<file path="src/rtl/pwmpde_pkg.sv">
`timescale 1ns / 1ps
`default_nettype none
// ============================================================================
// pwmpde_pkg
// Shared types and constants of the PWM period / duty encoder.
// ============================================================================
package pwmpde_pkg;

    localparam int unsigned WIDTH_MAX = 10000;
    localparam int unsigned HALF_W    = WIDTH_MAX / 2;

    localparam int FREQ_W  = 32;
    localparam int RATE_W  = 32;
    localparam int DUTY_W  = 16;
    localparam int PER_W   = 16;
    localparam int SHIFT_W = 5;
    localparam int TOP_W   = 6;

    // divider: numerator clock + freq, denominator 2 * freq
    localparam int NUM_W      = RATE_W + 1;
    localparam int QUO_W      = 32;
    localparam int DIV_STEP   = 2;
    localparam int DIV_STAGES = QUO_W / DIV_STEP;

    localparam logic [SHIFT_W-1:0] FORCE_SHIFT = SHIFT_W'(8);
    localparam logic [QUO_W-1:0]   FORCE_DIV   = QUO_W'(32'hf00);
    localparam logic [PER_W-1:0]   WORD_MAX    = PER_W'(16'hffff);

    // duty scaling
    localparam int X_W = DUTY_W + (1 << SHIFT_W) - 1;
    localparam longint unsigned SAT_NUM = (64'd1 << PER_W) * 64'(WIDTH_MAX);
    localparam logic [X_W-1:0] CLIP_X = X_W'(SAT_NUM - 64'(HALF_W));
    localparam int Y_W = $clog2(SAT_NUM);
    localparam int RECIP_SH = 40;
    localparam longint unsigned RECIP_L = (64'd1 << RECIP_SH) / 64'(WIDTH_MAX);
    localparam int M_W = $clog2(RECIP_L + 1);
    localparam logic [M_W-1:0] RECIP_M = M_W'(RECIP_L);
    localparam int PROD_W = Y_W + M_W;

    localparam logic [RATE_W-1:0] CLK_RATE_RST = RATE_W'(156000000);

    // stream packing
    localparam int IN_TDATA_W  = ((FREQ_W + DUTY_W + 7) / 8) * 8;
    localparam int OUT_TDATA_W = ((PER_W + SHIFT_W + PER_W + 7) / 8) * 8;
    localparam int OUT_TUSER_W = 4;
    localparam int U_CMODE = 0;
    localparam int U_DERR  = 1;
    localparam int U_FERR  = 2;
    localparam int U_CLIP  = 3;

    typedef struct packed {
        logic [DUTY_W-1:0] duty;
        logic              freq_zero;
    } t_side;

    typedef struct packed {
        logic [PER_W-1:0]   period;
        logic [SHIFT_W-1:0] shift;
        logic               cmode;
        logic [DUTY_W-1:0]  duty;
        logic               freq_zero;
    } t_per;

    typedef struct packed {
        logic [PER_W-1:0]   period;
        logic [SHIFT_W-1:0] shift;
        logic [PER_W-1:0]   dword;
        logic               cmode;
        logic               derr;
        logic               ferr;
        logic               clip;
    } t_res;

endpackage
`default_nettype wire

</file>
<file path="src/rtl/pwmpde_div.sv">
`timescale 1ns / 1ps
`default_nettype none
// ============================================================================
// pwmpde_div
// Pipelined restoring divider, DIV_STEP quotient bits per stage.
// ============================================================================
module pwmpde_div (
    input  wire logic                          i_clk,
    input  wire logic                          i_rst_n,
    input  wire logic                          i_valid,
    output logic                               o_ready,
    input  wire logic [pwmpde_pkg::NUM_W-1:0]  i_num,
    input  wire logic [pwmpde_pkg::NUM_W-1:0]  i_den,
    input  wire pwmpde_pkg::t_side             i_side,
    output logic                               o_valid,
    input  wire logic                          i_ready,
    output logic [pwmpde_pkg::QUO_W-1:0]       o_quo,
    output pwmpde_pkg::t_side                  o_side
);

    localparam int NS = pwmpde_pkg::DIV_STAGES;
    localparam int NW = pwmpde_pkg::NUM_W;
    localparam int QW = pwmpde_pkg::QUO_W;

    logic [NS-1:0]      r_valid;
    logic [NW-1:0]      r_rem  [NS];
    logic [QW-1:0]      r_nq   [NS];
    logic [NW-1:0]      r_den  [NS];
    pwmpde_pkg::t_side  r_side [NS];

    logic [NW-1:0]      n_rem  [NS];
    logic [QW-1:0]      n_nq   [NS];
    logic [NS:0]        en;

    always_comb begin
        en[NS] = i_ready;
        for (int k = NS - 1; k >= 0; k--) begin
            en[k] = !r_valid[k] || en[k+1];
        end
    end

    assign o_ready = en[0];
    assign o_valid = r_valid[NS-1];
    assign o_quo   = r_nq[NS-1];
    assign o_side  = r_side[NS-1];

    // quotient bits shift into the low end while numerator bits leave the top
    always_comb begin
        logic [NW:0]   t;
        logic [NW-1:0] rem;
        logic [QW-1:0] nq;
        logic [NW-1:0] den;
        for (int k = 0; k < NS; k++) begin
            if (k == 0) begin
                rem = NW'(i_num[NW-1]);
                nq  = i_num[QW-1:0];
                den = i_den;
            end else begin
                rem = r_rem[(k == 0) ? 0 : k - 1];
                nq  = r_nq[(k == 0) ? 0 : k - 1];
                den = r_den[(k == 0) ? 0 : k - 1];
            end
            for (int j = 0; j < pwmpde_pkg::DIV_STEP; j++) begin
                t  = {rem, nq[QW-1]};
                nq = {nq[QW-2:0], 1'b0};
                if (t >= {1'b0, den}) begin
                    rem   = NW'(t - {1'b0, den});
                    nq[0] = 1'b1;
                end else begin
                    rem = t[NW-1:0];
                end
            end
            n_rem[k] = rem;
            n_nq[k]  = nq;
        end
    end

    always_ff @(posedge i_clk) begin
        if (!i_rst_n) begin
            r_valid <= '0;
        end else begin
            if (en[0]) begin
                r_valid[0] <= i_valid;
            end
            for (int k = 1; k < NS; k++) begin
                if (en[k]) begin
                    r_valid[k] <= r_valid[k-1];
                end
            end
        end
    end

    always_ff @(posedge i_clk) begin
        if (en[0]) begin
            r_rem[0]  <= n_rem[0];
            r_nq[0]   <= n_nq[0];
            r_den[0]  <= i_den;
            r_side[0] <= i_side;
        end
        for (int k = 1; k < NS; k++) begin
            if (en[k]) begin
                r_rem[k]  <= n_rem[k];
                r_nq[k]   <= n_nq[k];
                r_den[k]  <= r_den[k-1];
                r_side[k] <= r_side[k-1];
            end
        end
    end

endmodule
`default_nettype wire

</file>
<file path="config.mk">
export PLATFORM = sky130hd
export DESIGN_NAME = pwmpde_div
export DESIGN_NICKNAME = d
export VERILOG_FILES = /design/src/rtl/pwmpde_pkg.sv /design/src/rtl/pwmpde_div.sv
export SDC_FILE = /design/constraint.sdc
export NUM_CORES = 2
export LEC_CHECK = 0
export BUFFER_PORTS_ARGS = -buffer_cell sky130_fd_sc_hd__buf_2
export CAP_MARGIN = 25
export CELL_PAD_IN_SITES_DETAIL_PLACEMENT = 0
export CELL_PAD_IN_SITES_GLOBAL_PLACEMENT = 1
export CORE_MARGIN = 1.5
export CORE_UTILIZATION = 47
export CTS_CLUSTER_SIZE = 12
export DETAILED_ROUTE_END_ITERATION = 7
export PLACE_DENSITY = 0.88
export SYNTH_ARGS = -nofsm -noshare
export SYNTH_HDL_FRONTEND = slang
export SYNTH_SLANG_ARGS = --single-unit
</file>
<file path="constraint.sdc">
create_clock -name i_clk -period 9 [get_ports i_clk]
set_clock_uncertainty 0.2 [all_clocks]
set_input_delay 1.8 -clock i_clk [delete_from_list [all_inputs] [get_ports i_clk]]
set_output_delay 1.8 -clock i_clk [all_outputs]
set_load 0.005 [all_outputs]
</file>
==> flow_summary.ini <==
[finish]
fin_nets = 12150
layout_common_cells = edfxtp_1 (1774), ha_1 (1025), a21oi_1 (923)
layout-drive-gt1-share_pct = 10.6
syn_to_final_growth_pct = 9.31
layout_commonest_cell = edfxtp_1

[place]
place_hpwl_um = 257000
port_buffers = 137
dpl_worst_slack_ns = 0.721
gp_congestion = 0.970

[yosys]
synth_ff_type = edfxtp_1
synth-xor-area-share_pct = 6.21
synthArstFlopShare_pct = 0
syn_inst = 10875
synth-edff-count = 1774
synth-simple-area-share_pct = 10.1
synth_fa_ha_area_share_pct = 11.5
ys_ff_latch = 1790
synth_compound_area_share_pct = 16.6
syn_avg_cell_area_um2 = 10.7
synth.area.mux_share_pct = 5.95
syn_nets = 12018
yosysSeqAreaShare_pct = 45.9
syn-cell-area_um2 = 117000
synth_top_family_by_area = compound AO/OA/AOI/OAI gates
yosysUniqueCellTypes = 100
synth_warnings = 0

[floorplan]
initial_utilization_pct = 47.4
dieArea_um2 = 252000
num_rows = 182
die_y_um = 502
die_x_um = 502
io_pins = 138
core_area_um2 = 247000

[clock_network]
clk_pin_slew_ns = 0.06
clk_path_buf_depth = 3
cts.repair.resized = 0
cts_tree = built
postCtsHoldBufs = 0
cts_root_buf = clkbuf_16
numCtsBuffers = 197
post_cts_buffers = 0
clock-sinks = 1790
cts.htree.levels = 4
clock_latency_ns = 0.88

[sta]
period_share_pct = 92.2
period_minus_slack_ns = 8.30
slew_violations = 0
tns_ns = 0
relSlewSlack_pct = 23.4
tightestPinTransition_ns = 1.14
finalWorstSetupSlack_ns = 0.699
max_freq_mhz = 120
hold_viol_final = 0
rsz0062_at_grt = no
setup_viol = 0

[critical_path]
worstSetupStartpointType = register
r2r_cells = 26
required_ns = 9.38
r2r_end = r_rem[0][223]
r2r-start = r_nq[0][191]
path_class = reg -> reg
crit_path_end = r_rem[0][223]
cp_max_fo = 29
rrSetupSlack_ns = 0.70
crit_start = r_nq[0][191]
end_kind = register
critical_path_arrival_ns = 8.68

[detailed_routing]
ant_nets = 0
drt_pass1_iterations = 6
drt_wl_total_um = 328000
vias = 85329
first_iter_violations = 7165
routed_via_density = 5.90
drc = 0
wl_per_cell_um = 22.7

[run_status]
status = finished, final reports clean

[global_route]
grt-ovfl-total = 0
grt_pass1_vias = 83055
antenna_found_initial = 29
grt_max_degree = 78
grt_util_all_layers_pct = 25.5
grt_first_pass_wirelength_um = 492000

[power]
p_per_area_nw_per_um2 = 209
finalPower_mw = 26.7
vdd_drop_max_mv = 0.200
p_leak_nw = 56.2

[flow_run]
drv_cap = 0

[worst_hold_path]
holdCritPathClass = reg -> reg
## worst max-delay path: stages, from the launching register on
cell      delay, ns
edfxtp_1       0.35
inv_1          0.09
ha_1           0.17
inv_1          0.07
fa_1           0.42
a211oi_1       0.34
o21ai_0        0.22
nand3_1        0.18
a211oi_1       0.15
a221o_1        0.43
a211oi_1       0.36
o21ai_0        0.29
a21oi_4        0.62
o21ai_0        0.30
ha_1           0.39
a21oi_1        0.29
o21ai_0        0.23
a221o_1        0.39
a31oi_1        0.37
o21ai_0        0.32
a41o_1         0.36
and3_1         0.20
o22ai_1        0.23
o221ai_4       0.26
buf_16         0.24
buf_4          0.20
mux2_2         0.28
## logic make-up (layout without fill, tap and decap cells)
| kind of cell | after synthesis | after routing |
|---|---|---|
| and+or+nand+nor | 2419 | 2419 |
| muxes | 618 | 618 |
| AOI/OAI and AO/OA | 3048 | 3048 |
| other | 0 | 7 |
| xor gates and xnor gates | 828 | 828 |
| buffers and inverters | 1116 | 1393 |
| adders and majority gates | 1056 | 1056 |
| DFF | 1790 | 1790 |
## state kept, by name (all words and copies together) (netlist names)
name     flops
r_den      495
r_rem      495
r_side     272
r_valid     16
r_nq       512
## report_power, final
part | internal (mW) | switching (mW) | total [mW]
combinational | 3.64 | 4.60 | 8.24
clock | 4.71 | 3.45 | 8.16
sequential | 9.86 | 0.454 | 10.3
## synth_stat cells, drive strengths merged, types with 164 or more instances
| cell type | n | area share [%] |
|---|---|---|
| a21o | 509 | 3.3 |
| a21oi | 929 | 4.0 |
| clkbuf | 164 | 0.53 |
| edfxtp | 1774 | 46 |
| ha | 1025 | 11 |
| inv | 835 | 2.7 |
| mux2 | 575 | 5.6 |
| nand2 | 741 | 2.4 |
| nand3 | 179 | 0.77 |
| nor2 | 543 | 1.7 |
| o21ai | 684 | 2.9 |
| xnor2 | 548 | 4.1 |
| xor2 | 280 | 2.1 |
## worst min path at each step
stage,start,to,slack [ns],cells after the start
final,r_nq[1][26],r_nq[1][60],0.20,0
after global routing,r_nq[0][161],r_nq[0][195],0.20,0
after CTS,r_nq[1][26],r_nq[1][60],0.19,0
after detailed placement,r_nq[0][69],r_nq[0][103],0.20,0
after global placement,r_side[0][103],r_side[0][120],0.20,0
after floorplan,r_nq[0][66],r_nq[0][100],0.20,0
## cell type report
| class | count | area, µm² |
|---|---|---|
| Antenna cell | 7 | 17.5 |
| Clock buffer | 245 | 5180 |
| Clock inverter | 99 | 1340 |
| Fill cell | 21603 | 119000 |
| Inverter | 837 | 3170 |
| Multi-Input combinational cell | 7969 | 59000 |
| Sequential cell | 1790 | 53600 |
| Tap cell | 3312 | 4140 |
| Timing Repair Buffer | 212 | 1310 |
## through the flow
| stage | instances | hold slack, ns | cell area (µm²) | utilization [%] |
|---|---|---|---|---|
| 2_1_floorplan | 10875 | 0.200 | 117000 | - |
| 3_3_place_gp | 14113 | 0.201 | 121000 | 49.1 |
| 4_1_cts | 14462 | 0.189 | 128000 | 51.8 |
| 5_1_grt | 14466 | 0.203 | 128000 | 51.8 |
| 3_5_place_dp | 14118 | 0.205 | 121000 | 49.1 |
| 6_report | 14471 | 0.198 | 128000 | 51.8 |
## routing by layer
layer	routed length, µm	share of wire, %	global-route usage (%)	up-vias
met5	77	0.023	0	-
met4	13000	4.0	9.70	12
met3	19100	5.8	3.36	619
met2	158000	48	43.5	2735
met1	137000	42	32.7	41168
li1	-	-	-	40795
Power figures use the tool's default switching activity.
