### src/rtl/pwmpde_pkg.sv
`timescale 1ns / 1ps
`default_nettype none
// ============================================================================
// pwmpde_pkg
// Shared types and constants of the PWM period / duty encoder.
// ============================================================================
package pwmpde_pkg;

    localparam int unsigned WIDTH_MAX = 10000;
    localparam int unsigned HALF_W    = WIDTH_MAX / 2;

    localparam int FREQ_W  = 32;
    localparam int RATE_W  = 32;
    localparam int DUTY_W  = 16;
    localparam int PER_W   = 16;
    localparam int SHIFT_W = 5;
    localparam int TOP_W   = 6;

    // divider: numerator clock + freq, denominator 2 * freq
    localparam int NUM_W      = RATE_W + 1;
    localparam int QUO_W      = 32;
    localparam int DIV_STEP   = 2;
    localparam int DIV_STAGES = QUO_W / DIV_STEP;

    localparam logic [SHIFT_W-1:0] FORCE_SHIFT = SHIFT_W'(8);
    localparam logic [QUO_W-1:0]   FORCE_DIV   = QUO_W'(32'hf00);
    localparam logic [PER_W-1:0]   WORD_MAX    = PER_W'(16'hffff);

    // duty scaling
    localparam int X_W = DUTY_W + (1 << SHIFT_W) - 1;
    localparam longint unsigned SAT_NUM = (64'd1 << PER_W) * 64'(WIDTH_MAX);
    localparam logic [X_W-1:0] CLIP_X = X_W'(SAT_NUM - 64'(HALF_W));
    localparam int Y_W = $clog2(SAT_NUM);
    localparam int RECIP_SH = 40;
    localparam longint unsigned RECIP_L = (64'd1 << RECIP_SH) / 64'(WIDTH_MAX);
    localparam int M_W = $clog2(RECIP_L + 1);
    localparam logic [M_W-1:0] RECIP_M = M_W'(RECIP_L);
    localparam int PROD_W = Y_W + M_W;

    localparam logic [RATE_W-1:0] CLK_RATE_RST = RATE_W'(156000000);

    // stream packing
    localparam int IN_TDATA_W  = ((FREQ_W + DUTY_W + 7) / 8) * 8;
    localparam int OUT_TDATA_W = ((PER_W + SHIFT_W + PER_W + 7) / 8) * 8;
    localparam int OUT_TUSER_W = 4;
    localparam int U_CMODE = 0;
    localparam int U_DERR  = 1;
    localparam int U_FERR  = 2;
    localparam int U_CLIP  = 3;

    typedef struct packed {
        logic [DUTY_W-1:0] duty;
        logic              freq_zero;
    } t_side;

    typedef struct packed {
        logic [PER_W-1:0]   period;
        logic [SHIFT_W-1:0] shift;
        logic               cmode;
        logic [DUTY_W-1:0]  duty;
        logic               freq_zero;
    } t_per;

    typedef struct packed {
        logic [PER_W-1:0]   period;
        logic [SHIFT_W-1:0] shift;
        logic [PER_W-1:0]   dword;
        logic               cmode;
        logic               derr;
        logic               ferr;
        logic               clip;
    } t_res;

endpackage
`default_nettype wire

### src/rtl/pwmpde_duty.sv
`timescale 1ns / 1ps
`default_nettype none
// ============================================================================
// pwmpde_duty
// Duty word scaling by reciprocal multiply, saturation and flag merge.
// ============================================================================
module pwmpde_duty (
    input  wire logic              i_clk,
    input  wire logic              i_rst_n,
    input  wire logic              i_valid,
    output logic                   o_ready,
    input  wire pwmpde_pkg::t_per  i_per,
    output logic                   o_valid,
    input  wire logic              i_ready,
    output pwmpde_pkg::t_res       o_res
);

    localparam int XW = pwmpde_pkg::X_W;
    localparam int YW = pwmpde_pkg::Y_W;
    localparam int MW = pwmpde_pkg::M_W;
    localparam int PW = pwmpde_pkg::PROD_W;
    localparam int WW = pwmpde_pkg::PER_W;

    logic [4:0]        r_valid;
    logic [4:0]        en;
    pwmpde_pkg::t_per  r_per [4];

    logic [XW-1:0]     r1_x;
    logic              r1_use;
    logic              r1_derr;
    logic [YW-1:0]     r2_y;
    logic              r2_use;
    logic              r2_derr;
    logic              r2_clip;
    logic [PW-1:0]     r3_prod;
    logic [YW-1:0]     r3_y;
    logic              r3_use;
    logic              r3_derr;
    logic              r3_clip;
    logic [WW-1:0]     r4_qe;
    logic [YW-1:0]     r4_qw;
    logic [YW-1:0]     r4_y;
    logic              r4_use;
    logic              r4_derr;
    logic              r4_clip;
    pwmpde_pkg::t_res  r5_res;

    logic              n1_derr;
    logic [WW-1:0]     n4_qe;
    logic [YW-1:0]     n5_rem;
    logic [WW-1:0]     n5_q;

    always_comb begin
        en[4] = !r_valid[4] || i_ready;
        for (int k = 3; k >= 0; k--) begin
            en[k] = !r_valid[k] || en[k+1];
        end
    end

    assign o_ready = en[0];
    assign o_valid = r_valid[4];
    assign o_res   = r5_res;

    assign n1_derr = i_per.duty > pwmpde_pkg::DUTY_W'(pwmpde_pkg::WIDTH_MAX);
    assign n4_qe   = r3_prod[pwmpde_pkg::RECIP_SH +: WW];
    // estimate is exact or one short
    assign n5_rem  = r4_y - r4_qw;
    assign n5_q    = (n5_rem >= YW'(pwmpde_pkg::WIDTH_MAX)) ? r4_qe + WW'(1) : r4_qe;

    always_ff @(posedge i_clk) begin
        if (!i_rst_n) begin
            r_valid <= '0;
        end else begin
            if (en[0]) r_valid[0] <= i_valid;
            for (int k = 1; k < 5; k++) begin
                if (en[k]) r_valid[k] <= r_valid[k-1];
            end
        end
    end

    always_ff @(posedge i_clk) begin
        if (en[0]) begin
            r_per[0] <= i_per;
            r1_x     <= XW'(i_per.duty) << i_per.shift;
            r1_derr  <= n1_derr;
            r1_use   <= !i_per.cmode && !n1_derr && !i_per.freq_zero;
        end
        if (en[1]) begin
            r_per[1] <= r_per[0];
            r2_clip  <= r1_use && (r1_x >= pwmpde_pkg::CLIP_X);
            r2_y     <= r1_x[YW-1:0] + YW'(pwmpde_pkg::HALF_W);
            r2_use   <= r1_use;
            r2_derr  <= r1_derr;
        end
        if (en[2]) begin
            r_per[2] <= r_per[1];
            r3_prod  <= {{MW{1'b0}}, r2_y} * {{YW{1'b0}}, pwmpde_pkg::RECIP_M};
            r3_y     <= r2_y;
            r3_use   <= r2_use;
            r3_derr  <= r2_derr;
            r3_clip  <= r2_clip;
        end
        if (en[3]) begin
            r_per[3] <= r_per[2];
            r4_qe    <= n4_qe;
            r4_qw    <= YW'(n4_qe) * YW'(pwmpde_pkg::WIDTH_MAX);
            r4_y     <= r3_y;
            r4_use   <= r3_use;
            r4_derr  <= r3_derr;
            r4_clip  <= r3_clip;
        end
        if (en[4]) begin
            r5_res.period <= r_per[3].freq_zero ? '0 : r_per[3].period;
            r5_res.shift  <= r_per[3].freq_zero ? '0 : r_per[3].shift;
            r5_res.cmode  <= r_per[3].cmode && !r_per[3].freq_zero;
            r5_res.derr   <= r4_derr;
            r5_res.ferr   <= r_per[3].freq_zero;
            r5_res.clip   <= r4_use && r4_clip;
            if (!r4_use) begin
                r5_res.dword <= '0;
            end else if (r4_clip) begin
                r5_res.dword <= pwmpde_pkg::WORD_MAX;
            end else begin
                r5_res.dword <= n5_q;
            end
        end
    end

endmodule
`default_nettype wire

### config.mk
export PLATFORM = sky130hd
export DESIGN_NAME = pwmpde_duty
export DESIGN_NICKNAME = d
export VERILOG_FILES = /design/src/rtl/pwmpde_pkg.sv /design/src/rtl/pwmpde_duty.sv
export SDC_FILE = /design/constraint.sdc
export NUM_CORES = 1
export LEC_CHECK = 0
export CAP_MARGIN = 5
export CORE_UTILIZATION = 45
export DETAILED_ROUTE_END_ITERATION = 10
export DONT_BUFFER_PORTS = 1
export PLACE_DENSITY = 0.7
export SLEW_MARGIN = 5
export SYNTH_ARGS = -nofsm -noshare
export SYNTH_HDL_FRONTEND = slang
export SYNTH_SLANG_ARGS = --single-unit
### constraint.sdc
create_clock -name i_clk -period 7 [get_ports i_clk]
set_input_delay 0.35 -clock i_clk [delete_from_list [all_inputs] [get_ports i_clk]]
set_output_delay 0.35 -clock i_clk [all_outputs]
set_load 0.01 [all_outputs]
==> impl_metrics.env <==
export IMPL_totalWireLength_um=67460
export IMPL_post_route_period_util_pct=96.80
export IMPL_areaGrowthSynthToFinish_pct=10.61
export IMPL_first_pass_iters=7
export IMPL_yosys_top_cells_area="edfxtp_1, fa_1, ha_1"
export IMPL_r2r_start="r2_y[19]"
export IMPL_ys_seq_elements=332
export IMPL_grt_overflow_total=0
export IMPL_portBuffers=0
export IMPL_crit_start="r2_y[19]"
export IMPL_std_cell_rows=94
export IMPL_finalSetupViolCount=0
export IMPL_yosysWarnings=0
export IMPL_status="finished clean"
export IMPL_async_flop_share_pct=0
export IMPL_ys_top_cells_by_count="inv_1, ha_1, fa_1"
export IMPL_period_needed_ns=6.776
export IMPL_maxCapViolCount=0
export IMPL_cp_end_kind="flip-flop"
export IMPL_synthDominantCellAreaShare_pct=32.46
export IMPL_clock_latency_ns=0.56
export IMPL_syn_area_um2=30250
export IMPL_vias=19130
export IMPL_avgSynthCellArea_um2=11.21
export IMPL_ant_nets=0
export IMPL_grt_usage_pct=20.47
export IMPL_die_area_um2=68270
export IMPL_hp_class="in2reg"
export IMPL_grt_max_degree=76
export IMPL_holdWs_ns=0.03148
export IMPL_place_congestion=0.9396
export IMPL_synth_main_ff_cell="edfxtp_1"
export IMPL_hold_violations=0
export IMPL_clock_sinks=332
export IMPL_worstSetupStartpointType="flip-flop"
export IMPL_cts_buffers=37
export IMPL_fin_cells=3710
export IMPL_diodes=0
export IMPL_synthCells=2699
export IMPL_clock_skew_ns=0.02078
export IMPL_drtIter0Drc=1067
export IMPL_hp_start="i_per[17]"
export IMPL_io_pins=86
export IMPL_synth_nets=3506
export IMPL_grt_antenna_before_repair=1
export IMPL_remaining_drc_errors=0
export IMPL_yosysMostFrequentCell="inv_1"
export IMPL_die_y_um=261.3
export IMPL_dpl_cell_count=3594
export IMPL_rsz0062_at_grt="true"
export IMPL_clk_path_buf_depth=3
export IMPL_drt_wirelength_per_cell_um=18.18
export IMPL_hpwl_um=56200
export IMPL_fp_dieW_um=261.3
export IMPL_h_tree_depth=2
export IMPL_final_nets=3628
export IMPL_nFillCells=5807
export IMPL_timing_fmax_mhz=147.6
export IMPL_grt_pass1_wl_um=108200
export IMPL_drive_gt1_share_pct=6.992
export IMPL_cts_reportedPaths_clkPinSlew_ns=0.06
export IMPL_tightest_slew_ns=1.046
export IMPL_avgViaCountPerCell=5.157
export IMPL_synthDistinctLibCells=76
export IMPL_grt_pass1_vias=20690
export IMPL_start_util_pct=45.77
export IMPL_arrival_ns=7.07
export IMPL_ys_seq_area_share_pct=32.79
export IMPL_crit_type="reg2reg"
export IMPL_cts_tree="built"
export IMPL_synth_area_leader_cell="edfxtp_1"
export IMPL_core_area_um2=66100
export IMPL_reg2reg_slack_ns=0.22
export IMPL_synth_edff_count=327
export IMPL_drv_slew=0
export IMPL_cts_root_buf="clkbuf_16"
export IMPL_crit_path_max_fanout=6
export IMPL_worstPathRequired_ns=7.30
export IMPL_max_slew_margin_pct=30.27
logic make-up after synthesis:
| group | Yosys count | synth area share [%] |
|---|---|---|
| xor gates and xnor gates | 80 | 2.316 |
| buffers and inverters | 753 | 9.459 |
| AOI/OAI and AO/OA | 285 | 6.328 |
| and+or+nand+nor | 450 | 7.209 |
| muxes | 35 | 1.266 |
| adders and majority gates | 764 | 40.63 |
| DFF | 332 | 32.79 |
final timing paths:
check                                    end  cells past startpoint
worst max-delay path             r3_prod[52]                     25
worst min-delay path                  r1_use                      1
worst max register to register   r3_prod[52]                     25
worst min register to register  r_per[3][28]                      0
area by class of cell:
type                    instances  area, um2  area share, %
multi-input cells            1614      17650          52.74
clock inverters                20      203.9         0.6095
well taps                     864       1081          3.231
repair buffers                118      960.9          2.872
inverters                     718       2695          8.054
flip-flops and latches        332       9920          29.64
clock buffers                  44      952.2          2.845
registers in the layout (all words and copies together), names as in the netlist, 5 cells and up:
register	flops
r_per	92
r3_prod	16
r2_y	30
o_res	41
r4_y	26
r3_y	26
r4_qe	16
r1_x	47
r4_qw	22
r_valid	5
per-layer routing:
| metal | track usage (%) | wire [um] | vias up | share of wire, % |
|---|---|---|---|---|
| met1 | 26.04 | 28530 | 9550 | 42 |
| met4 | 6.541 | 1956 | 2 | 2.9 |
| met5 | 0 | 13 | - | 0.019 |
| met3 | 2.352 | 2494 | 111 | 3.7 |
| li1 | - | - | 9062 | - |
| met2 | 36.32 | 34470 | 406 | 51 |
critical path, cell delays in order (launching register included):
cell,delay [ns]
edfxtp_1,0.56
buf_4,0.21
buf_4,0.17
fa_1,0.44
ha_1,0.29
inv_1,0.05
fa_1,0.45
fa_1,0.52
inv_1,0.05
fa_1,0.46
fa_1,0.55
inv_1,0.05
fa_1,0.53
inv_1,0.05
ha_2,0.32
a211o_1,0.27
a21oi_1,0.14
buf_4,0.16
a31oi_1,0.10
buf_4,0.20
o2111ai_4,0.23
o21ai_2,0.10
buf_4,0.14
a21o_1,0.19
a21oi_1,0.18
xnor2_1,0.09
cell usage in the layout, fill, tap and decap left out, types with 19 or more instances in the layout:
cell,netlist,layout
a21o_1,22,22
a21oi_1,70,69
and3_1,19,19
buf_4,0,92
clkbuf_16,0,37
dlygate4sd3_1,0,25
edfxtp_1,327,327
fa_1,364,364
ha_1,400,389
inv_1,716,712
mux2i_1,27,27
nand2_1,109,107
nand3_1,47,46
nor2_1,127,127
nor2b_1,40,40
nor3_1,29,29
o21ai_0,52,50
xnor2_1,53,53
xor2_1,27,24
per-stage QoR:
step	instance area (um2)	setup TNS (ns)	util, %	setup slack (ns)
after detailed placement	31700	-0.02574	47.95	-0.02574
final	33460	0	50.62	0.2240
after CTS	33110	0	50.09	0.0005453
after global routing	33460	-0.2110	50.62	-0.09842
after global placement	31700	-0.03205	47.95	-0.03205
after floorplan	30250	0	-	0.2109
what timing repair did:
item | CTS | global route
gates resized for setup | 1 | 28
buffers inserted | 0 | 27
hold buffers | 25 | 0
pin swaps | 0 | 14
setup endpoints to repair | 1 | 7
hold endpoints to repair | 39 | 0
Power is left out: the tool's default activity adds up to more than one toggle a clock period on the data nets, which glitch-free logic cannot reach.
