**src/rtl/pwmpde_pkg.sv**
```systemverilog
`timescale 1ns / 1ps
`default_nettype none
// ============================================================================
// pwmpde_pkg
// Shared types and constants of the PWM period / duty encoder.
// ============================================================================
package pwmpde_pkg;

    localparam int unsigned WIDTH_MAX = 10000;
    localparam int unsigned HALF_W    = WIDTH_MAX / 2;

    localparam int FREQ_W  = 32;
    localparam int RATE_W  = 32;
    localparam int DUTY_W  = 16;
    localparam int PER_W   = 16;
    localparam int SHIFT_W = 5;
    localparam int TOP_W   = 6;

    // divider: numerator clock + freq, denominator 2 * freq
    localparam int NUM_W      = RATE_W + 1;
    localparam int QUO_W      = 32;
    localparam int DIV_STEP   = 2;
    localparam int DIV_STAGES = QUO_W / DIV_STEP;

    localparam logic [SHIFT_W-1:0] FORCE_SHIFT = SHIFT_W'(8);
    localparam logic [QUO_W-1:0]   FORCE_DIV   = QUO_W'(32'hf00);
    localparam logic [PER_W-1:0]   WORD_MAX    = PER_W'(16'hffff);

    // duty scaling
    localparam int X_W = DUTY_W + (1 << SHIFT_W) - 1;
    localparam longint unsigned SAT_NUM = (64'd1 << PER_W) * 64'(WIDTH_MAX);
    localparam logic [X_W-1:0] CLIP_X = X_W'(SAT_NUM - 64'(HALF_W));
    localparam int Y_W = $clog2(SAT_NUM);
    localparam int RECIP_SH = 40;
    localparam longint unsigned RECIP_L = (64'd1 << RECIP_SH) / 64'(WIDTH_MAX);
    localparam int M_W = $clog2(RECIP_L + 1);
    localparam logic [M_W-1:0] RECIP_M = M_W'(RECIP_L);
    localparam int PROD_W = Y_W + M_W;

    localparam logic [RATE_W-1:0] CLK_RATE_RST = RATE_W'(156000000);

    // stream packing
    localparam int IN_TDATA_W  = ((FREQ_W + DUTY_W + 7) / 8) * 8;
    localparam int OUT_TDATA_W = ((PER_W + SHIFT_W + PER_W + 7) / 8) * 8;
    localparam int OUT_TUSER_W = 4;
    localparam int U_CMODE = 0;
    localparam int U_DERR  = 1;
    localparam int U_FERR  = 2;
    localparam int U_CLIP  = 3;

    typedef struct packed {
        logic [DUTY_W-1:0] duty;
        logic              freq_zero;
    } t_side;

    typedef struct packed {
        logic [PER_W-1:0]   period;
        logic [SHIFT_W-1:0] shift;
        logic               cmode;
        logic [DUTY_W-1:0]  duty;
        logic               freq_zero;
    } t_per;

    typedef struct packed {
        logic [PER_W-1:0]   period;
        logic [SHIFT_W-1:0] shift;
        logic [PER_W-1:0]   dword;
        logic               cmode;
        logic               derr;
        logic               ferr;
        logic               clip;
    } t_res;

endpackage
`default_nettype wire

```
**src/rtl/pwmpde_shift.sv**
```systemverilog
`timescale 1ns / 1ps
`default_nettype none
// ============================================================================
// pwmpde_shift
// Prescale shift selection and period word rounding, three stages.
// ============================================================================
module pwmpde_shift (
    input  wire logic                          i_clk,
    input  wire logic                          i_rst_n,
    input  wire logic                          i_valid,
    output logic                               o_ready,
    input  wire logic [pwmpde_pkg::QUO_W-1:0]  i_quo,
    input  wire pwmpde_pkg::t_side             i_side,
    output logic                               o_valid,
    input  wire logic                          i_ready,
    output pwmpde_pkg::t_per                   o_per
);

    localparam int QW = pwmpde_pkg::QUO_W;
    localparam int SW = pwmpde_pkg::SHIFT_W;
    localparam int TW = pwmpde_pkg::TOP_W;
    localparam int NW = pwmpde_pkg::NUM_W;

    function automatic logic [SW-1:0] low_zeros(input logic [QW-1:0] v);
        logic [SW-1:0] n;
        n = '0;
        for (int i = QW - 1; i >= 0; i--) begin
            if (v[i]) n = SW'(i);
        end
        return n;
    endfunction

    function automatic logic [TW-1:0] bit_len(input logic [QW-1:0] v);
        logic [TW-1:0] n;
        n = '0;
        for (int i = 0; i < QW; i++) begin
            if (v[i]) n = TW'(i + 1);
        end
        return n;
    endfunction

    logic [2:0]         r_valid;
    logic [2:0]         en;

    logic [QW-1:0]      r1_div;
    logic [SW-1:0]      r1_shift;
    pwmpde_pkg::t_side  r1_side;
    logic [QW-1:0]      r2_div;
    logic [SW-1:0]      r2_shift;
    pwmpde_pkg::t_side  r2_side;
    pwmpde_pkg::t_per   r3_per;

    logic [QW-1:0]      n1_div;
    logic [SW-1:0]      n1_tz;
    logic [SW-1:0]      n1_shift;
    logic [TW-1:0]      n2_top;
    logic [SW-1:0]      n2_shift;
    logic [NW-1:0]      n3_rnd;

    always_comb begin
        en[2] = !r_valid[2] || i_ready;
        en[1] = !r_valid[1] || en[2];
        en[0] = !r_valid[0] || en[1];
    end

    assign o_ready = en[0];
    assign o_valid = r_valid[2];
    assign o_per   = r3_per;

    always_comb begin
        n1_div   = (i_quo == '0) ? QW'(1) : i_quo;
        n1_tz    = low_zeros(n1_div);
        n1_shift = (n1_tz < pwmpde_pkg::FORCE_SHIFT && n1_div >= pwmpde_pkg::FORCE_DIV)
                   ? pwmpde_pkg::FORCE_SHIFT : n1_tz;
    end

    // widen until the shifted divider fits the period word
    always_comb begin
        n2_top = bit_len(r1_div >> r1_shift);
        if (n2_top > TW'(pwmpde_pkg::PER_W)) begin
            n2_shift = r1_shift + SW'(n2_top - TW'(pwmpde_pkg::PER_W));
        end else begin
            n2_shift = r1_shift;
        end
    end

    always_comb begin
        n3_rnd = {1'b0, r2_div};
        if (r2_shift != '0) begin
            n3_rnd = n3_rnd + (NW'(1) << (r2_shift - SW'(1)));
        end
    end

    always_ff @(posedge i_clk) begin
        if (!i_rst_n) begin
            r_valid <= '0;
        end else begin
            if (en[0]) r_valid[0] <= i_valid;
            if (en[1]) r_valid[1] <= r_valid[0];
            if (en[2]) r_valid[2] <= r_valid[1];
        end
    end

    always_ff @(posedge i_clk) begin
        if (en[0]) begin
            r1_div   <= n1_div;
            r1_shift <= n1_shift;
            r1_side  <= i_side;
        end
        if (en[1]) begin
            r2_div   <= r1_div;
            r2_shift <= n2_shift;
            r2_side  <= r1_side;
        end
        if (en[2]) begin
            r3_per.period    <= pwmpde_pkg::PER_W'((n3_rnd >> r2_shift) - NW'(1));
            r3_per.shift     <= r2_shift;
            r3_per.cmode     <= (r2_shift == '0);
            r3_per.duty      <= r2_side.duty;
            r3_per.freq_zero <= r2_side.freq_zero;
        end
    end

endmodule
`default_nettype wire

```
**config.mk**
```make
export PLATFORM = sky130hd
export DESIGN_NAME = pwmpde_shift
export DESIGN_NICKNAME = d
export VERILOG_FILES = /design/src/rtl/pwmpde_pkg.sv /design/src/rtl/pwmpde_shift.sv
export SDC_FILE = /design/constraint.sdc
export NUM_CORES = 1
export LEC_CHECK = 0
export BUFFER_PORTS_ARGS = -buffer_cell sky130_fd_sc_hd__buf_2
export CORE_MARGIN = 2
export CORE_UTILIZATION = 45
export CTS_CLUSTER_SIZE = 10
export DETAILED_ROUTE_END_ITERATION = 12
export HOLD_SLACK_MARGIN = 0.03
export PLACE_DENSITY = 0.66
export SYNTH_ARGS = -nofsm -noshare
export SYNTH_HDL_FRONTEND = slang
export SYNTH_SLANG_ARGS = --single-unit
```
**constraint.sdc**
```tcl
create_clock -name i_clk -period 14 [get_ports i_clk]
set_input_delay 0.7 -clock i_clk [delete_from_list [all_inputs] [get_ports i_clk]]
set_output_delay 0.7 -clock i_clk [all_outputs]
set_load 0.01 [all_outputs]
```
==> parameters.txt <==
Parameter                              Value

GRT
  Pin count of the biggest net entering global routing    59
  Initial antenna violation count    0
  Wire length of the first global-routing pass    62600 um
  Number of global-route vias before repair    11.0k
  Remaining global-route overflow    0
  Total routing usage reported by global routing    0.275

Routing
  Sum of routed wire segments on met1    roughly 16000 um
  Wire per inst    ~23 um
  Number of vias after detailed routing    about 11k
  Top metal layer carrying routed signals    met4
  First-iteration detailed-routing DRC count    between 1k and 1.5k
  Post-DRT Antenna Nets    0
  WL final    between 30000 and 40000 um
  Met3 WL    between 2000 and 3000 um
  Residual DRC    0
  Ratio of routed vias to standard cells    6.48
  Met2 routed wirelength    between 15000 and 20000 um
  Drt pass-1 iters    11

Floorplan
  Ports placed on the boundary    94
  Die outline area    slightly below 30000 sq um
  Initial standard-cell utilization of the core    0.457
  Core area    roughly 28000 sq um
  Number of cell rows    between 60 and 70
  Die X    172 um
  Overall die height    roughly 170 um

Logic synthesis
  Dominant cell by count in the synthesized netlist    nand2_1
  Dominant cells by area after synthesis    edfxtp_1 35%, mux4_2 6.9%, nand2_1 4.4%
  Top cell type by total area after synthesis    edfxtp_1
  EDFF count, synth    147
  Share of synthesized cell area in and, or, nand and nor gates    0.182
  Area fraction of the dominant cell type after synthesis    0.347
  Leading cell types by count after synthesis    151 x nand2_1, 147 x edfxtp_1, 111 x nor2_1
  Synth Net Count    1463
  Library cells used by synthesis    approximately 110
  Async set-reset flop share out of synthesis    0
  Sequential cell area fraction in the yosys report    0.351
  Share of the synthesized area in compound gates (AO/OA/AOI/OAI)    0.245
  Multiplexer share of the synthesized area    0.110
  Instance count of the mapped netlist    1366
  Most used flip-flop cell after synthesis    edfxtp_1
  Register bit total from synthesis    150
  Yosys Warn Count    0
  XOR/XNOR share of the synthesized area    0.0206
  Arithmetic-cell share of the synthesized area counting full adders, half adders and majority gates    0.0444
  Avg Cell Area, Syn    9.33 sq um
  Mapped Area    12700 sq um
  Main combinational cell family by area after synthesis    compound AO/OA/AOI/OAI gates

Worst setup path
  Startpoint type of the worst setup path    register
  Cell with the largest stage delay on the worst path    a211oi_1
  Critical-path maximum fanout    58
  Arrival time reported for the critical path endpoint    7330 ps
  Crit. End Element    register
  Required time of the critical path    about 14000 ps
  Worst path cell trace    buf_4, or2_1, inv_2, ha_1, nand2_1, nor2_1, ha_1, fa_1, a211oi_1, o211ai_2, a211oi_1, or3_1, nand2_1, a41oi_1, a21oi_1, mux4_2, a221oi_2, inv_1, ha_1, inv_1, a211oi_4, nand2_2, nor2_1, xor2_1
  CP most frequent cell    ha_1
  Critical setup path kind    register to register
  Longest individual stage delay on the worst path    around 620 ps

Cells and area
  Post-layout net count    ~1.5k
  Antenna Cells    0
  Area added between synthesis and finish    9.39%
  Share of cells above drive strength 1    0.177

Clock network
  CTS tree    yes
  Clock buffers created by TritonCTS    17
  Maximum root-to-sink buffer count    2
  Number of cells upsized or downsized after cts    0
  Clock root cell    clkbuf_16
  Cts-stage hold buffer count    0
  Clock latency reported for the late side of the worst-skew pair    roughly 430 ps
  Clock-pin transition on the worst setup and hold timing paths    80 ps
  # clock sinks    150
  Depth of the CTS H-tree    4
  Number of setup buffers added after CTS    0

Placed design
  Quantity of I/O buffers inserted on ports    93
  Post-DP HPWL    29800 um
  Gpl congestion    a little over 1

Power
  Leakage dissipation    around 5.4 nW
  Sequential fraction of design power    0.381
  Largest vdd supply drop    approximately 0.070 mV
  Net switching power of the design    about 0.00052 W
  Internal power    around 0.00094 W
  Part of the total power dissipated in combinational logic    0.296
  Clk network pwr share    0.323
  PD cells    roughly 100 nW/um^2
  Net switching share of the total power    0.356

Timing
  Post-route clock period utilization    0.510
  Hold violation count in the final report    0
  Unrepaired setup endpoints after global routing    no
  Final period demand of the worst path    slightly above 7000 ps
  Number of max-slew violations in the final report    0
  Highest achievable clock rate    between 100 and 150 MHz
  Transition time of the tightest slew-check pin    between 800 and 900 ps
  Total Negative Setup Slacks    0 ps
  Headroom to the max-slew limit    0.415
  Final setup fails    0
  Clk_skew    between 10 and 15 ps
  Hold Slack    418 ps

Min path
  Type of the tightest min-delay check    register to register

Run
  Number of maximum-capacitance constraint violations    0

Status
  Outcome    finished clean
sequential cells by signal, summed over array words and instances, names as in the netlist:
| name | count |
|---|---|
| r1_shift | 5 |
| r1_side | 17 |
| r_valid | 3 |
| o_per | 39 |
| r2_div | 32 |
| r2_side | 17 |
| r1_div | 32 |
| r2_shift | 5 |
final cells by class:
cell class	instances	area, sq um
fill	2580	13900
multi-input combinational	1067	7670
sequential	150	4470
timing repair buffer	108	578
tap	378	473
clock buffer	18	439
clock inverter	14	156
inverter	37	139
through the flow:
step / power (W) / std cells / area, sq um / utilization / setup slack, ps
final: 0.00146 / 1772 / 13900 / 0.500 / 6850
after global routing: 0.00153 / 1772 / 13900 / 0.500 / 6400
after CTS: 0.00146 / 1772 / 13900 / 0.500 / 6950
after detailed placement: 0.000989 / 1740 / 13300 / 0.479 / 6970
after global placement: 0.000988 / 1740 / 13300 / 0.479 / 7210
after floorplan: 0.000863 / 1366 / 12700 / - / 8430
placed cells by master, fill, tap and decap left out, types with 19 or more instances in the layout:
master | synthesis | final
and2_1 | 19 | 19
a21o_1 | 31 | 31
o21ai_0 | 58 | 58
xnor2_1 | 22 | 22
a31oi_1 | 20 | 20
inv_1 | 33 | 32
ha_1 | 42 | 42
mux4_2 | 39 | 39
nand2_1 | 151 | 150
buf_2 | 21 | 93
a211oi_1 | 23 | 23
edfxtp_1 | 147 | 147
mux2i_1 | 34 | 34
a21oi_1 | 90 | 90
nor3_1 | 60 | 60
nand3_1 | 27 | 26
nor2_1 | 111 | 111
path summary, 6_finish.rpt:
check	endpoint	slack [ps]	startpoint	cells after the start
max	o_per[29]$_DFFE_PP_	6850	r2_shift[0]$_DFFE_PP_	24
min	r2_side[2]$_DFFE_PP_	420	r1_side[2]$_DFFE_PP_	0
min reg2reg	r2_side[2]$_DFFE_PP_	420	r1_side[2]$_DFFE_PP_	0
max reg2reg	o_per[29]$_DFFE_PP_	6850	r2_shift[0]$_DFFE_PP_	24
power by group through the flow:
| stage | Sequential, W | Clock (W) | Combinational, W |
|---|---|---|---|
| after global placement | 0.000566 | 0 | 0.000421 |
| after detailed placement | 0.000567 | 0 | 0.000423 |
| after global routing | 0.000563 | 0.000499 | 0.000470 |
| after floorplan | 0.000572 | 0 | 0.000291 |
| final | 0.000557 | 0.000472 | 0.000433 |
| after CTS | 0.000557 | 0.000476 | 0.000425 |
kinds of logic after synthesis:
logic type / Yosys count
xor gates and xnor gates: 30
adders and majority gates: 44
and+or+nand+nor: 471
muxes: 89
DFF: 150
AOI/OAI and AO/OA: 433
buffers and inverters: 149
per-layer routing:
layer  global-route usage  vias to the layer above
li1                     -                     5301
met1                0.358                     5436
met2                0.457                      632
met3               0.0382                      122
met4                0.124                        0
met5                    0                        -
worst max-delay path: cells and delay by family, from the launching register on:
kind            cells  cell delay [ps]
compound gates      7             2330
fa+ha+maj           4             1380
simple gates        7             1240
buf+inv             4              840
mux                 1              530
flops               1              340
xor+xnor            1              160
Note: power is estimated with default switching activity, not from simulation.
